## config.mk

```make
export PLATFORM = sky130hd
export DESIGN_NAME = register_allocator_with_spill_core_flat
export DESIGN_NICKNAME = d
export VERILOG_FILES = /design/src/rtl/core/rac_pkg.sv /design/src/rtl/core/rac_ifs.sv /design/src/rtl/core/rac_ctrl.sv /design/src/rtl/core/rac_datapath.sv /design/src/rtl/core/register_allocator_with_spill_core.sv /design/src/flat_wrapper.sv
export SDC_FILE = /design/constraint.sdc
export NUM_CORES = 2
export LEC_CHECK = 0
export ABC_AREA = 0
export BUFFER_PORTS_ARGS = -buffer_cell sky130_fd_sc_hd__buf_2
export CAP_MARGIN = 0
export CORE_MARGIN = 10
export CORE_UTILIZATION = 55
export CTS_CLUSTER_SIZE = 14
export DETAILED_ROUTE_END_ITERATION = 8
export PLACE_DENSITY = 0.72
export SETUP_SLACK_MARGIN = 0.05
export SYNTH_ARGS = -nofsm -noshare
export SYNTH_HDL_FRONTEND = slang
export SYNTH_SLANG_ARGS = --single-unit
```

## constraint.sdc

```tcl
create_clock -name clk -period 10.5 [get_ports clk]
set_input_delay 2.1 -clock clk [delete_from_list [all_inputs] [get_ports clk]]
set_output_delay 2.1 -clock clk [all_outputs]
set_load 0.01 [all_outputs]
```

## src/rtl/core/rac_pkg.sv

```systemverilog
// ----------------------------------------------------------------------------
// rac_pkg
// Shared types, constants and helpers for the register allocator with spill.
// ----------------------------------------------------------------------------
`timescale 1ns / 1ps

package rac_pkg;

    localparam int NUM_REGS   = 16;
    localparam int REG_W      = $clog2(NUM_REGS);
    localparam int CMD_W      = 4;
    localparam int IDX_W      = 4;
    localparam int DIST_W     = 14;
    localparam int BASE_W     = 15;
    localparam int SLOT_W     = 16;
    localparam int MEMOP_W    = 2;
    localparam int CFG_ADDR_W = 3;
    localparam int CFG_DATA_W = 32;

    localparam logic [DIST_W-1:0] LONG_LIFE  = DIST_W'(10000);
    localparam logic [BASE_W-1:0] BASE_RESET = '1;

    typedef enum logic [CMD_W-1:0] {
        CMD_ALLOC       = 4'd0,
        CMD_ALLOC_PIN   = 4'd1,
        CMD_LOCK        = 4'd2,
        CMD_UNLOCK      = 4'd3,
        CMD_UNLOCK_PIN  = 4'd4,
        CMD_MARK_LIVE   = 4'd5,
        CMD_TICK_ONE    = 4'd6,
        CMD_TICK_ALL    = 4'd7,
        CMD_SPILL       = 4'd8,
        CMD_FORCE_SPILL = 4'd9,
        CMD_ENSURE      = 4'd10,
        CMD_QUERY       = 4'd11,
        CMD_NEW_FUNC    = 4'd12
    } rac_cmd_t;

    typedef enum logic [MEMOP_W-1:0] {
        MEM_NONE  = 2'd0,
        MEM_STORE = 2'd1,
        MEM_LOAD  = 2'd2
    } rac_memop_t;

    localparam logic CFG_IDX_BASE = 1'b0;

    typedef enum logic [1:0] {
        ST_IDLE,
        ST_DECODE,
        ST_SCAN,
        ST_FINISH
    } rac_state_t;

    typedef struct packed {
        logic capture;
        logic start_scan;
        logic scan_step;
        logic commit;
    } rac_ctl_t;

    typedef struct packed {
        logic need_scan;
        logic scan_last;
        logic out_free;
    } rac_sts_t;

    function automatic logic [REG_W-1:0] first_set(input logic [NUM_REGS-1:0] vec);
        logic [REG_W-1:0] pick;
        pick = '0;
        for (int i = NUM_REGS - 1; i >= 0; i--) begin
            if (vec[i])
            begin
                pick = REG_W'(i);
            end
        end
        return pick;
    endfunction

    function automatic logic signed [SLOT_W-1:0] slot_of(
        input logic signed [BASE_W-1:0] base,
        input logic [REG_W-1:0]         idx
    );
        logic signed [SLOT_W-1:0] base_ext;
        logic [SLOT_W-1:0]        idx_ext;
        base_ext = SLOT_W'(base);
        idx_ext  = SLOT_W'(idx);
        return base_ext - idx_ext - SLOT_W'(1);
    endfunction

endpackage

```

## src/rtl/core/rac_ifs.sv

```systemverilog
// ----------------------------------------------------------------------------
// rac_ifs
// Valid/ready channel interfaces for command and result words.
// ----------------------------------------------------------------------------
`timescale 1ns / 1ps

interface rac_cmd_if;
    import rac_pkg::*;

    logic              valid;
    logic              ready;
    logic [CMD_W-1:0]  command;
    logic [IDX_W-1:0]  reg_index;
    logic [DIST_W-1:0] live_distance;

    modport source (output valid, output command, output reg_index,
                    output live_distance, input ready);
    modport sink   (input valid, input command, input reg_index,
                    input live_distance, output ready);
endinterface

interface rac_res_if;
    import rac_pkg::*;

    logic                     valid;
    logic                     ready;
    logic                     status;
    logic [IDX_W-1:0]         result_reg;
    logic                     is_locked;
    logic [MEMOP_W-1:0]       mem_op;
    logic [IDX_W-1:0]         mem_reg;
    logic signed [SLOT_W-1:0] mem_slot;

    modport source (output valid, output status, output result_reg, output is_locked,
                    output mem_op, output mem_reg, output mem_slot, input ready);
    modport sink   (input valid, input status, input result_reg, input is_locked,
                    input mem_op, input mem_reg, input mem_slot, output ready);
endinterface

```

## src/rtl/core/rac_ctrl.sv

```systemverilog
// ----------------------------------------------------------------------------
// rac_ctrl
// Sequencer: capture, decode, optional farthest-use scan, commit.
// ----------------------------------------------------------------------------
`timescale 1ns / 1ps

module rac_ctrl (
    input  logic              clk,
    input  logic              rst_n,
    input  logic              in_valid,
    output logic              in_ready,
    input  rac_pkg::rac_sts_t sts,
    output rac_pkg::rac_ctl_t ctl
);
    import rac_pkg::*;

    rac_state_t state_reg;
    rac_state_t state_next;

    always_ff @(posedge clk or negedge rst_n)
    begin
        if (!rst_n)
        begin
            state_reg <= ST_IDLE;
        end
        else
        begin
            state_reg <= state_next;
        end
    end

    always_comb
    begin
        state_next = state_reg;
        case (state_reg)
            ST_IDLE:
            begin
                if (in_valid)
                begin
                    state_next = ST_DECODE;
                end
            end
            ST_DECODE:
            begin
                state_next = sts.need_scan ? ST_SCAN : ST_FINISH;
            end
            ST_SCAN:
            begin
                if (sts.scan_last)
                begin
                    state_next = ST_FINISH;
                end
            end
            ST_FINISH:
            begin
                if (sts.out_free)
                begin
                    state_next = ST_IDLE;
                end
            end
            default:
            begin
                state_next = ST_IDLE;
            end
        endcase
    end

    always_comb
    begin
        in_ready       = 1'b0;
        ctl.capture    = 1'b0;
        ctl.start_scan = 1'b0;
        ctl.scan_step  = 1'b0;
        ctl.commit     = 1'b0;
        case (state_reg)
            ST_IDLE:
            begin
                in_ready    = 1'b1;
                ctl.capture = in_valid;
            end
            ST_DECODE:
            begin
                ctl.start_scan = sts.need_scan;
            end
            ST_SCAN:
            begin
                ctl.scan_step = 1'b1;
            end
            ST_FINISH:
            begin
                ctl.commit = sts.out_free;
            end
            default:
            begin
            end
        endcase
    end

endmodule

```

## src/rtl/core/rac_datapath.sv

```systemverilog
// ----------------------------------------------------------------------------
// rac_datapath
// Register file state, candidate selection, farthest-use scan, result word.
// ----------------------------------------------------------------------------
`timescale 1ns / 1ps

module rac_datapath (
    input  logic                              clk,
    input  logic                              rst_n,
    input  rac_pkg::rac_ctl_t                 ctl,
    output rac_pkg::rac_sts_t                 sts,
    input  logic [rac_pkg::CMD_W-1:0]         command,
    input  logic [rac_pkg::IDX_W-1:0]         reg_index,
    input  logic [rac_pkg::DIST_W-1:0]        live_distance,
    input  logic signed [rac_pkg::BASE_W-1:0] base,
    input  logic                              res_ready,
    output logic                              res_valid,
    output logic                              status,
    output logic [rac_pkg::IDX_W-1:0]         result_reg,
    output logic                              is_locked,
    output logic [rac_pkg::MEMOP_W-1:0]       mem_op,
    output logic [rac_pkg::IDX_W-1:0]         mem_reg,
    output logic signed [rac_pkg::SLOT_W-1:0] mem_slot
);
    import rac_pkg::*;

    logic [NUM_REGS-1:0]      alloc_bits_reg;
    logic [NUM_REGS-1:0]      alloc_bits_next;
    logic [NUM_REGS-1:0]      pin_bits_reg;
    logic [NUM_REGS-1:0]      pin_bits_next;
    logic signed [SLOT_W-1:0] pend_slot_reg [NUM_REGS];
    logic signed [SLOT_W-1:0] pend_slot_next [NUM_REGS];
    logic [DIST_W-1:0]        use_dist_reg [NUM_REGS];
    logic [DIST_W-1:0]        use_dist_next [NUM_REGS];

    logic [CMD_W-1:0]         cmd_reg;
    logic [IDX_W-1:0]         idx_reg;
    logic [DIST_W-1:0]        dist_reg;

    logic [REG_W-1:0]         scan_idx_reg;
    logic                     best_found_reg;
    logic [REG_W-1:0]         best_idx_reg;
    logic [DIST_W-1:0]        best_dist_reg;

    logic                     out_valid_reg;
    logic                     status_reg;
    logic [IDX_W-1:0]         result_reg_reg;
    logic                     locked_reg;
    logic [MEMOP_W-1:0]       mem_op_reg;
    logic [IDX_W-1:0]         mem_reg_reg;
    logic signed [SLOT_W-1:0] mem_slot_reg;

    logic                     status_next;
    logic [IDX_W-1:0]         result_next;
    logic                     locked_next;
    logic [MEMOP_W-1:0]       mem_op_next;
    logic [IDX_W-1:0]         mem_reg_next;
    logic signed [SLOT_W-1:0] mem_slot_next;

    logic [NUM_REGS-1:0]      zero_vec;
    logic [NUM_REGS-1:0]      free_vec;
    logic [NUM_REGS-1:0]      dead_vec;
    logic [REG_W-1:0]         free_pick;
    logic [REG_W-1:0]         dead_pick;
    logic [REG_W-1:0]         rd_addr;
    logic [DIST_W-1:0]        rd_dist;
    logic [REG_W-1:0]         r_sel;
    logic                     reg_ok;
    logic                     is_alloc;
    logic                     scan_hit;

    // Candidate vectors; register 0 is never handed out
    always_comb
    begin
        for (int i = 0; i < NUM_REGS; i++) begin
            zero_vec[i] = (use_dist_reg[i] == '0);
        end
        free_vec    = ~alloc_bits_reg & ~pin_bits_reg;
        dead_vec    = alloc_bits_reg & ~pin_bits_reg & zero_vec;
        free_vec[0] = 1'b0;
        dead_vec[0] = 1'b0;
    end

    assign free_pick = first_set(free_vec);
    assign dead_pick = first_set(dead_vec);
    assign r_sel     = REG_W'(idx_reg);
    assign reg_ok    = (int'(idx_reg) < NUM_REGS);
    assign is_alloc  = (cmd_reg == CMD_ALLOC) || (cmd_reg == CMD_ALLOC_PIN);

    assign rd_addr  = ctl.scan_step ? scan_idx_reg : r_sel;
    assign rd_dist  = use_dist_reg[rd_addr];
    assign scan_hit = alloc_bits_reg[scan_idx_reg] && !pin_bits_reg[scan_idx_reg]
                      && (!best_found_reg || rd_dist > best_dist_reg);

    assign sts.need_scan = is_alloc && !(|free_vec) && !(|dead_vec);
    assign sts.scan_last = (scan_idx_reg == REG_W'(NUM_REGS - 1));
    assign sts.out_free  = !out_valid_reg || res_ready;

    always_ff @(posedge clk)
    begin
        if (ctl.capture)
        begin
            cmd_reg  <= command;
            idx_reg  <= reg_index;
            dist_reg <= live_distance;
        end
    end

    // Farthest-next-use scan, first wins on ties
    always_ff @(posedge clk or negedge rst_n)
    begin
        if (!rst_n)
        begin
            best_found_reg <= 1'b0;
        end
        else if (ctl.start_scan)
        begin
            best_found_reg <= 1'b0;
        end
        else if (ctl.scan_step && scan_hit)
        begin
            best_found_reg <= 1'b1;
        end
    end

    always_ff @(posedge clk)
    begin
        if (ctl.start_scan)
        begin
            scan_idx_reg <= REG_W'(1);
        end
        else if (ctl.scan_step)
        begin
            scan_idx_reg <= scan_idx_reg + REG_W'(1);
            if (scan_hit)
            begin
                best_idx_reg  <= scan_idx_reg;
                best_dist_reg <= rd_dist;
            end
        end
    end

    always_comb
    begin
        logic uses_reg;
        uses_reg        = 1'b0;
        alloc_bits_next = alloc_bits_reg;
        pin_bits_next   = pin_bits_reg;
        for (int i = 0; i < NUM_REGS; i++) begin
            pend_slot_next[i] = pend_slot_reg[i];
            use_dist_next[i]  = use_dist_reg[i];
        end
        status_next   = 1'b0;
        result_next   = idx_reg;
        locked_next   = 1'b0;
        mem_op_next   = MEM_NONE;
        mem_reg_next  = '0;
        mem_slot_next = '0;

        case (cmd_reg)
            CMD_ALLOC, CMD_ALLOC_PIN:
            begin
                locked_next = 1'b1;
                if (|free_vec)
                begin
                    alloc_bits_next[free_pick] = 1'b1;
                    use_dist_next[free_pick]   = '0;
                    result_next                = IDX_W'(free_pick);
                    if (cmd_reg == CMD_ALLOC_PIN)
                    begin
                        pin_bits_next[free_pick] = 1'b1;
                    end
                end
                else if (|dead_vec)
                begin
                    result_next = IDX_W'(dead_pick);
                    if (cmd_reg == CMD_ALLOC_PIN)
                    begin
                        pin_bits_next[dead_pick] = 1'b1;
                    end
                end
                else if (best_found_reg)
                begin
                    pend_slot_next[best_idx_reg] = '0;
                    use_dist_next[best_idx_reg]  = LONG_LIFE;
                    result_next                  = IDX_W'(best_idx_reg);
                    mem_op_next                  = MEM_STORE;
                    mem_reg_next                 = IDX_W'(best_idx_reg);
                    mem_slot_next                = slot_of(base, best_idx_reg);
                    if (cmd_reg == CMD_ALLOC_PIN)
                    begin
                        pin_bits_next[best_idx_reg] = 1'b1;
                    end
                end
                else
                begin
                    status_next = 1'b1;
                    result_next = '0;
                    locked_next = 1'b0;
                end
            end
            CMD_TICK_ALL:
            begin
                result_next = '0;
                for (int i = 0; i < NUM_REGS; i++) begin
                    if (use_dist_reg[i] != '0)
                    begin
                        use_dist_next[i] = use_dist_reg[i] - DIST_W'(1);
                    end
                end
            end
            CMD_NEW_FUNC:
            begin
                result_next = '0;
                for (int i = 0; i < NUM_REGS; i++) begin
                    pend_slot_next[i] = '0;
                    use_dist_next[i]  = '0;
                end
            end
            CMD_LOCK:
            begin
                uses_reg = reg_ok;
                if (reg_ok)
                begin
                    alloc_bits_next[r_sel] = 1'b1;
                    use_dist_next[r_sel]   = LONG_LIFE;
                end
            end
            CMD_UNLOCK, CMD_UNLOCK_PIN:
            begin
                uses_reg = reg_ok;
                if (reg_ok)
                begin
                    alloc_bits_next[r_sel] = 1'b0;
                    use_dist_next[r_sel]   = '0;
                    if (cmd_reg == CMD_UNLOCK_PIN)
                    begin
                        pin_bits_next[r_sel] = 1'b0;
                    end
                end
            end
            CMD_MARK_LIVE:
            begin
                uses_reg = reg_ok;
                if (reg_ok)
                begin
                    use_dist_next[r_sel] = dist_reg;
                end
            end
            CMD_TICK_ONE:
            begin
                uses_reg = reg_ok;
                if (reg_ok && rd_dist != '0)
                begin
                    use_dist_next[r_sel] = rd_dist - DIST_W'(1);
                end
            end
            CMD_SPILL, CMD_FORCE_SPILL:
            begin
                uses_reg = reg_ok;
                if (reg_ok && !(cmd_reg == CMD_SPILL && pin_bits_reg[r_sel]))
                begin
                    pend_slot_next[r_sel]  = slot_of(base, r_sel);
                    alloc_bits_next[r_sel] = 1'b0;
                    mem_op_next            = MEM_STORE;
                    mem_reg_next           = idx_reg;
                    mem_slot_next          = slot_of(base, r_sel);
                end
            end
            CMD_ENSURE:
            begin
                uses_reg = reg_ok;
                if (reg_ok && pend_slot_reg[r_sel] != '0)
                begin
                    pend_slot_next[r_sel]  = '0;
                    alloc_bits_next[r_sel] = 1'b1;
                    mem_op_next            = MEM_LOAD;
                    mem_reg_next           = idx_reg;
                    mem_slot_next          = pend_slot_reg[r_sel];
                end
            end
            CMD_QUERY:
            begin
                uses_reg = reg_ok;
            end
            default:
            begin
                result_next = '0;
            end
        endcase

        if (uses_reg)
        begin
            locked_next = alloc_bits_next[r_sel];
        end
    end

    always_ff @(posedge clk or negedge rst_n)
    begin
        if (!rst_n)
        begin
            alloc_bits_reg <= NUM_REGS'(1);
            pin_bits_reg   <= '0;
            for (int i = 0; i < NUM_REGS; i++) begin
                pend_slot_reg[i] <= '0;
                use_dist_reg[i]  <= '0;
            end
        end
        else if (ctl.commit)
        begin
            alloc_bits_reg <= alloc_bits_next;
            pin_bits_reg   <= pin_bits_next;
            for (int i = 0; i < NUM_REGS; i++) begin
                pend_slot_reg[i] <= pend_slot_next[i];
                use_dist_reg[i]  <= use_dist_next[i];
            end
        end
    end

    // Result word register
    always_ff @(posedge clk or negedge rst_n)
    begin
        if (!rst_n)
        begin
            out_valid_reg <= 1'b0;
        end
        else if (ctl.commit)
        begin
            out_valid_reg <= 1'b1;
        end
        else if (res_ready)
        begin
            out_valid_reg <= 1'b0;
        end
    end

    always_ff @(posedge clk)
    begin
        if (ctl.commit)
        begin
            status_reg     <= status_next;
            result_reg_reg <= result_next;
            locked_reg     <= locked_next;
            mem_op_reg     <= mem_op_next;
            mem_reg_reg    <= mem_reg_next;
            mem_slot_reg   <= mem_slot_next;
        end
    end

    assign res_valid  = out_valid_reg;
    assign status     = status_reg;
    assign result_reg = result_reg_reg;
    assign is_locked  = locked_reg;
    assign mem_op     = mem_op_reg;
    assign mem_reg    = mem_reg_reg;
    assign mem_slot   = mem_slot_reg;

endmodule

```

## src/rtl/core/register_allocator_with_spill_core.sv

```systemverilog
// ----------------------------------------------------------------------------
// register_allocator_with_spill_core
// Register allocator with farthest-next-use spill, APB offset register.
// Flow: capture, decode, then commit to the registered result word; a
//   spilling allocation first runs the one-entry-a-cycle scan.
// One command at a time: a new one is accepted only after the last commits.
// Reset: register 0 allocated, all else cleared, spill base offset -1.
// ----------------------------------------------------------------------------
`timescale 1ns / 1ps

module register_allocator_with_spill_core (
    input  logic                              clk,
    input  logic                              rst_n,
    input  logic                              psel,
    input  logic                              penable,
    input  logic                              pwrite,
    input  logic [rac_pkg::CFG_ADDR_W-1:0]    paddr,
    input  logic [rac_pkg::CFG_DATA_W-1:0]    pwdata,
    output logic [rac_pkg::CFG_DATA_W-1:0]    prdata,
    output logic                              pready,
    rac_cmd_if.sink                           cmd,
    rac_res_if.source                         res
);
    import rac_pkg::*;

    logic signed [BASE_W-1:0] base_reg;
    logic                     cfg_hit;
    rac_ctl_t                 ctl;
    rac_sts_t                 sts;

    assign pready  = 1'b1;
    assign cfg_hit = (paddr[CFG_ADDR_W-1] == CFG_IDX_BASE);

    always_ff @(posedge clk or negedge rst_n)
    begin
        if (!rst_n)
        begin
            base_reg <= BASE_RESET;
        end
        else if (psel && penable && pwrite && cfg_hit)
        begin
            base_reg <= pwdata[BASE_W-1:0];
        end
    end

    assign prdata = cfg_hit ? CFG_DATA_W'(base_reg) : '0;

    rac_ctrl u_ctrl (
        .clk      (clk),
        .rst_n    (rst_n),
        .in_valid (cmd.valid),
        .in_ready (cmd.ready),
        .sts      (sts),
        .ctl      (ctl)
    );

    rac_datapath u_datapath (
        .clk           (clk),
        .rst_n         (rst_n),
        .ctl           (ctl),
        .sts           (sts),
        .command       (cmd.command),
        .reg_index     (cmd.reg_index),
        .live_distance (cmd.live_distance),
        .base          (base_reg),
        .res_ready     (res.ready),
        .res_valid     (res.valid),
        .status        (res.status),
        .result_reg    (res.result_reg),
        .is_locked     (res.is_locked),
        .mem_op        (res.mem_op),
        .mem_reg       (res.mem_reg),
        .mem_slot      (res.mem_slot)
    );

`ifndef SYNTH
    a_one_word_in_flight: assert property (@(posedge clk) disable iff (!rst_n)
        cmd.valid && cmd.ready |=> !cmd.ready)
        else $error("command accepted while previous word still in progress");

    a_fail_is_clean: assert property (@(posedge clk) disable iff (!rst_n)
        res.valid && res.status |-> res.result_reg == '0 && !res.is_locked
                                    && res.mem_op == MEM_NONE)
        else $error("failed allocation carries a register or memory operation");

    a_no_memop_no_slot: assert property (@(posedge clk) disable iff (!rst_n)
        res.valid && res.mem_op == MEM_NONE |-> res.mem_reg == '0 && res.mem_slot == '0)
        else $error("memory fields set without a memory operation");

    a_memop_locked: assert property (@(posedge clk) disable iff (!rst_n)
        res.valid && res.mem_op == MEM_LOAD |-> res.is_locked && res.mem_reg == res.result_reg)
        else $error("restored register not reported as allocated");
`endif

endmodule
```

## src/flat_wrapper.sv

```systemverilog
// flat-port wrapper written by rule: the top's interface ports become plain ports
module register_allocator_with_spill_core_flat import rac_pkg::*;
  (clk, rst_n, psel, penable, pwrite, paddr, pwdata, prdata, pready, cmd_valid, cmd_command, cmd_reg_index, cmd_live_distance, cmd_ready, res_valid, res_status, res_result_reg, res_is_locked, res_mem_op, res_mem_reg, res_mem_slot, res_ready);
  rac_cmd_if cmd_i ();
  rac_res_if res_i ();
  input  logic clk;
  input  logic rst_n;
  input  logic psel;
  input  logic penable;
  input  logic pwrite;
  input  logic [rac_pkg::CFG_ADDR_W-1:0] paddr;
  input  logic [rac_pkg::CFG_DATA_W-1:0] pwdata;
  output logic [rac_pkg::CFG_DATA_W-1:0] prdata;
  output logic pready;
  input wire logic [$bits(cmd_i.valid)-1:0] cmd_valid;
  input wire logic [$bits(cmd_i.command)-1:0] cmd_command;
  input wire logic [$bits(cmd_i.reg_index)-1:0] cmd_reg_index;
  input wire logic [$bits(cmd_i.live_distance)-1:0] cmd_live_distance;
  output wire logic [$bits(cmd_i.ready)-1:0] cmd_ready;
  output wire logic [$bits(res_i.valid)-1:0] res_valid;
  output wire logic [$bits(res_i.status)-1:0] res_status;
  output wire logic [$bits(res_i.result_reg)-1:0] res_result_reg;
  output wire logic [$bits(res_i.is_locked)-1:0] res_is_locked;
  output wire logic [$bits(res_i.mem_op)-1:0] res_mem_op;
  output wire logic [$bits(res_i.mem_reg)-1:0] res_mem_reg;
  output wire logic [$bits(res_i.mem_slot)-1:0] res_mem_slot;
  input wire logic [$bits(res_i.ready)-1:0] res_ready;
  assign cmd_i.valid = cmd_valid;
  assign cmd_i.command = cmd_command;
  assign cmd_i.reg_index = cmd_reg_index;
  assign cmd_i.live_distance = cmd_live_distance;
  assign cmd_ready = cmd_i.ready;
  assign res_valid = res_i.valid;
  assign res_status = res_i.status;
  assign res_result_reg = res_i.result_reg;
  assign res_is_locked = res_i.is_locked;
  assign res_mem_op = res_i.mem_op;
  assign res_mem_reg = res_i.mem_reg;
  assign res_mem_slot = res_i.mem_slot;
  assign res_i.ready = res_ready;
  register_allocator_with_spill_core u_core (.clk(clk), .rst_n(rst_n), .psel(psel), .penable(penable), .pwrite(pwrite), .paddr(paddr), .pwdata(pwdata), .prdata(prdata), .pready(pready), .cmd(cmd_i), .res(res_i));
endmodule
```

Word level (Yosys, flattened, before mapping)
Index checks and enable logic that the tools add are counted.
- output and inout bits: 63
- bits in registers: 603
- input port bits: 64
- word-level logic and storage cells: 409
- multiplexer cells: 148
- eq/ne operators: 46
- reduce and logical (&&, ||, !) cells: 92
- order comparisons: 17
- add/sub/neg operators: 22
- bitwise operators: 34
- operators with widths (kind ; number):
    224-bit case mux with 7 select lines ; 1
    256-bit two-way mux ; 5
    256-bit case mux with 4 select lines ; 1
    224-bit two-way mux ; 4
    256-bit AND ; 2
    256-bit inverter ; 2
    224-bit AND ; 2
    224-bit bitwise mux ; 2
    224-bit inverter ; 2
    16-bit two-way mux ; 19
    14-bit two-way mux ; 21
    144-bit AND ; 2
    144-bit inverter ; 2
    256-bit bitwise mux ; 1
    14-bit nonzero test ; 17
    14-bit by 1-bit subtractor with 14-bit output, second input constant ; 17
    14-bit logical NOT ; 16
    14-bit demux with 4-bit select ; 3
    80-bit OR ; 2
    4-bit two-way mux ; 38
    16-bit demux with 4-bit select ; 2
    6-bit AND reduction ; 16
    16-bit AND ; 5
    16-bit OR ; 5
    other kinds (51) ; 172

Depth between registers and ports, before layout
- depth in word-level cells: 27
- mapped depth: 24
- depth with buffers taken out: 19

Modules after synthesis
Synthesis repeated with hierarchy kept, for this count alone.
- cell total of the unflattened synthesis: 5001
- area, all modules: 41290.9 um^2
- by module, submodules not included (module ; instances ; cells each ; area each (um^2)):
    rac_datapath ; 1 ; 4912 ; 40158.5
    register_allocator_with_spill_core ; 1 ; 67 ; 878.3
    rac_ctrl ; 1 ; 22 ; 254.0

Least setup slack after synthesis
No wires, ideal clock.
- kind: input -> output
- start point: in paddr[2] (netlist name)
- end point: out prdata[15] (netlist name)
- path buffers: 1
- stages on the path: 2
- arrival: 3.080 ns
- slack: 5.320 ns
- path through: nor2b_1 > buf_4
- word-level cells in the longest chain between the ends: 1
- RTL lines (item ; line ; RTL):
    start: declaration ; flat_wrapper.sv:11 ; input logic [rac_pkg::CFG_ADDR_W-1:0] paddr;
    32-bit two-way mux ; register_allocator_with_spill_core.sv:46 ; assign prdata = cfg_hit ? CFG_DATA_W'(base_reg) : '0;
    end: declaration ; flat_wrapper.sv:13 ; output logic [rac_pkg::CFG_DATA_W-1:0] prdata;
No other way between the ends.

Worst setup path after layout
- start point: reg u_core.u_ctrl.state_reg[0]
- end point: reg u_core.u_datapath.use_dist_reg[137] (netlist name)
- word-level cells in the longest chain between the ends: 11
- elaborated cells on any way between the ends: 16
- those cells by class: 1 x add/sub; 3 x eq/ne; 9 x mux; 1 x bitwise; 2 x reduce/logical
- RTL lines (item ; line ; RTL):
    start: declaration ; rac_ctrl.sv:17 ; rac_state_t state_reg;
    start signal: assignment ; rac_ctrl.sv:28 ; state_reg <= state_next;
    2-bit equality test * ; rac_ctrl.sv:75 ; case (state_reg)
    1-bit two-way mux * ; rac_ctrl.sv:75 ;
    4-bit two-way mux * ; rac_datapath.sv:90 ; assign rd_addr = ctl.scan_step ? scan_idx_reg : r_sel;
    4-bit inverter with 5-bit output (not written as such) * ; rac_datapath.sv:91 ; assign rd_dist = use_dist_reg[rd_addr];
    14-bit binary-select mux with 4-bit select * ; rac_datapath.sv:91 ;
    14-bit two-way mux (not written as such) * (2 in a row) ; rac_datapath.sv:91 ;
    net u_core.u_datapath.rd_dist[0] ; rac_datapath.sv:66 ; logic [DIST_W-1:0] rd_dist;
    14-bit by 1-bit subtractor with 14-bit output ; rac_datapath.sv:255 ; use_dist_next[r_sel] = rd_dist - DIST_W'(1);
    224-bit bitwise mux ; rac_datapath.sv:255 ;
    224-bit two-way mux ; rac_datapath.sv:253 ; if (reg_ok && rd_dist != '0)
    224-bit case mux with 7 select lines ; rac_datapath.sv:160 ; case (cmd_reg)
    end signal: indexed assignment ; rac_datapath.sv:315 ; use_dist_reg[i] <= use_dist_next[i];
    end: declaration ; rac_datapath.sv:33 ; logic [DIST_W-1:0] use_dist_reg [NUM_REGS];
Mark *: on every way through the listed nets, which the timed path passes. The rest lies on a longest branch. The select of a mux whose other input is x is not followed.
A chain may end at the register's enable or synchronous reset.

==> results.sh <==
export IMPL_status="complete, but fails checks"
export IMPL_violations="max-capacitance violations, max-slew violations"
export IMPL_areaGrowthSynthToFinish_pct=10.2
export IMPL_syn_inst=4655
export IMPL_synthFlopType="dfrtp_1"
export IMPL_met1_length_um=64200
export IMPL_p_comb_share_pct=46.2
export IMPL_largest_register_ffs=256
export IMPL_drt_pass1_iter_count=7
export IMPL_wire_per_inst_um=32.3
export IMPL_startpoint="u_core.u_ctrl.state_reg[0]"
export IMPL_power_per_cell_area_nw_per_um2=276
export IMPL_ioPinCount=127
export IMPL_ctsHoldBuffers=0
export IMPL_pwr_share_clk_pct=23.0
export IMPL_crit_type="flop to flop"
export IMPL_synth_warnings=0
export IMPL_finalSetupViolCount=0
export IMPL_cts_sinks=603
export IMPL_cts_htree_levels=3
export IMPL_worst_ep_arrival_time_ns=7.50
export IMPL_clk_latency_ns=0.69
export IMPL_die_h_um=289
export IMPL_grt_pass1_wl_um=264000
export IMPL_hold_violations=0
export IMPL_period_needed_ns=6.97
export IMPL_hold_path_class="flop to flop"
export IMPL_core_area_sq_um=71600
export IMPL_numCtsBuffers=72
export IMPL_relSlewSlack_pct=-5.82
export IMPL_reg2reg_depth=18
export IMPL_cts_setup_buffers=0
export IMPL_utilization_pct=61.3
export IMPL_place_congestion=1.09
export IMPL_dp_hpwl_um=125000
export IMPL_highest_layer="met5"
export IMPL_synth_area_sq_um=39900
export IMPL_fillCellCount=6284
export IMPL_avgSynthCellArea_sq_um=8.56
export IMPL_rsz0062_at_grt="false"
export IMPL_synth_area_leaders="dfrtp_1 32%, o21ai_0 6.9%, nand2_1 6.5%"
export IMPL_p_sw_mw=5.75
export IMPL_synth_async_reset_ratio_pct=88.1
export IMPL_vias=41500
export IMPL_num_rows=98
export IMPL_drc=0
export IMPL_dieWidth_um=289
export IMPL_totalWireLength_um=181000
export IMPL_hold_depth=2
export IMPL_tns_ns=0
export IMPL_sw_frac_of_total_pct=47.4
export IMPL_drive_above_1_share_pct=12.5
export IMPL_wl_met2_um=74200
export IMPL_synth_nets=4770
export IMPL_dieArea_sq_um=83600
export IMPL_synthTopCellsByCount="687 x nand2_1, 552 x o21ai_0, 515 x dfrtp_1, 361 x nor2_1, 312 x a21oi_1"
export IMPL_final_cells=5613
export IMPL_grtUsageTotal_pct=42.6
export IMPL_tightest_slew_ns=1.58
export IMPL_antenna_left=0
export IMPL_synth_yosys_seq_area_share_pct=38.7
export IMPL_start_kind="flop"
export IMPL_finClkSkew_ns=0.0534
export IMPL_cts_clk_slew_worst_paths_ns=0.06
export IMPL_slew_viol_final=5
export IMPL_yosysUniqueCellTypes=102
export IMPL_met3_length_um=25500
export IMPL_drv_cap=1
export IMPL_ff2ff_setup_slack_ns=3.53
export IMPL_crit_path_max_fanout=33
export IMPL_yosysMostFrequentCell="nand2_1"
export IMPL_power_leakage_nw=18.0
export IMPL_worstHoldStart="u_core.u_datapath.pend_slot_reg[156]"
export IMPL_placedCellCount=5472
export IMPL_crit_path_end_kind="flop"
export IMPL_vias_per_cell=7.39
export IMPL_grt_antenna_before_repair=12
export IMPL_portBuffers=106
export IMPL_pwr_share_seq_pct=30.7
export IMPL_ys_ff_latch=603
export IMPL_dr_first_iter_drc_count=6795
export IMPL_fmax_ghz=0.144
export IMPL_nNetsFinal=4712
export IMPL_grt_overflow_total=0
export IMPL_clk_path_buf_depth=3
export IMPL_grt_max_degree=158
export IMPL_timing_final_crit_share_pct=66.4
export IMPL_ir_drop_mv=0.187
export IMPL_synth_top_area_share_pct=32.3
export IMPL_yosys_area_top_type="dfrtp_1"
export IMPL_internal_power_mw=6.37
export IMPL_grt_pass1_vias=38800
export IMPL_rr_startpoint="u_core.u_ctrl.state_reg[0]"
export IMPL_synth_edff_count=68
export IMPL_cts_resized=0
export IMPL_critPathRequiredTime_ns=11.04
export IMPL_initial_core_util_pct=55.7
export IMPL_tritoncts="yes"
export IMPL_root_buffer="clkbuf_16"
-- metrics by stage --
step                instance area, sq um  power, mW  setup WS [ns]  hold WS (ns)
finish                             43900       12.1           3.53         0.473
global route                       43900       12.5           3.36         0.492
CTS                                43900       11.8           3.79         0.476
detailed placement                 41200       9.00           3.82         0.462
global placement                   41200       8.94           3.89         0.455
floorplan                          39900       6.96           5.32         0.406
-- power groups by stage --
stage                     logic, mW  clock network (mW)  registers (mW)
after floorplan                3.68                   0            3.28
after global placement         5.26                   0            3.68
after detailed placement       5.32                   0            3.68
after CTS                      5.35                2.78            3.65
after global routing           5.91                2.88            3.74
final                          5.60                2.79            3.72
-- critical path: stages (launching register included) --
cell     delay, ns
dfrtp_1       0.44
inv_1         0.11
ha_1          0.14
buf_4         0.32
mux2_4        0.53
buf_4         0.58
mux4_2        0.43
mux2i_1       0.15
mux2i_1       0.45
inv_1         0.14
ha_1          0.23
inv_1         0.15
a211o_1       0.20
or3_1         0.54
buf_4         0.41
nand2_1       0.60
a21oi_1       0.81
o21ai_0       0.25
a22o_1        0.28
-- cells by family (layout without fill, tap and decap cells) --
logic type,Yosys count,after routing,share of synthesized area (%)
AND/OR/NAND/NOR,1685,1685,19.5
AO/OA/AOI/OAI,1603,1603,25.6
flip-flops,603,603,38.7
buffers and inverters,469,467,4.99
multiplexers,177,177,8.08
XOR/XNOR,66,66,1.47
adder cells (fa/ha/maj),51,51,1.64
other,1,11,0.00941
-- placed cells by master (no fill, tap or decap), types with 61 or more instances in the layout --
cell type and n:
nor2_1 347, o22ai_1 94, mux4_2 109, a22oi_1 66, o21ai_0 550, inv_1 100, buf_4 123, nor3_1 140
a221oi_1 66, clkbuf_16 73, nand2_1 686, a21oi_1 309, edfxtp_1 68, nor4_1 61, a22o_1 66, nand3_1 92
dfrtp_1 515, buf_2 105
-- routing by layer --
layer / vias up / global-route usage, %
met1: 19900 / 53.3
met5: - / 0
met3: 843 / 14.3
li1: 17300 / -
met2: 3421 / 60.1
met4: 8 / 32.8
-- final timing paths --
path / endpoint
setup / recovery: u_core.u_datapath.use_dist_reg[137]
hold reg to reg: u_core.u_datapath.pend_slot_reg[156]
min in group asynchronous: u_core.u_datapath.use_dist_reg[141]
max in group asynchronous: u_core.u_datapath.use_dist_reg[94]
hold / removal: u_core.u_datapath.pend_slot_reg[156]
setup reg to reg: u_core.u_datapath.use_dist_reg[137]
-- area by class of cell --
| cell class | count | area [sq um] | area share (%) |
|---|---|---|---|
| antenna | 10 | 25.0 | 0.0570 |
| clock buffer | 102 | 2130 | 4.84 |
| clock inverter | 28 | 513 | 1.17 |
| inverter | 101 | 379 | 0.863 |
| multi-input combinational | 3583 | 22700 | 51.6 |
| sequential | 603 | 15400 | 35.1 |
| tap | 950 | 1190 | 2.71 |
| timing repair buffer | 236 | 1600 | 3.63 |
(Power assumes the default switching activity.)
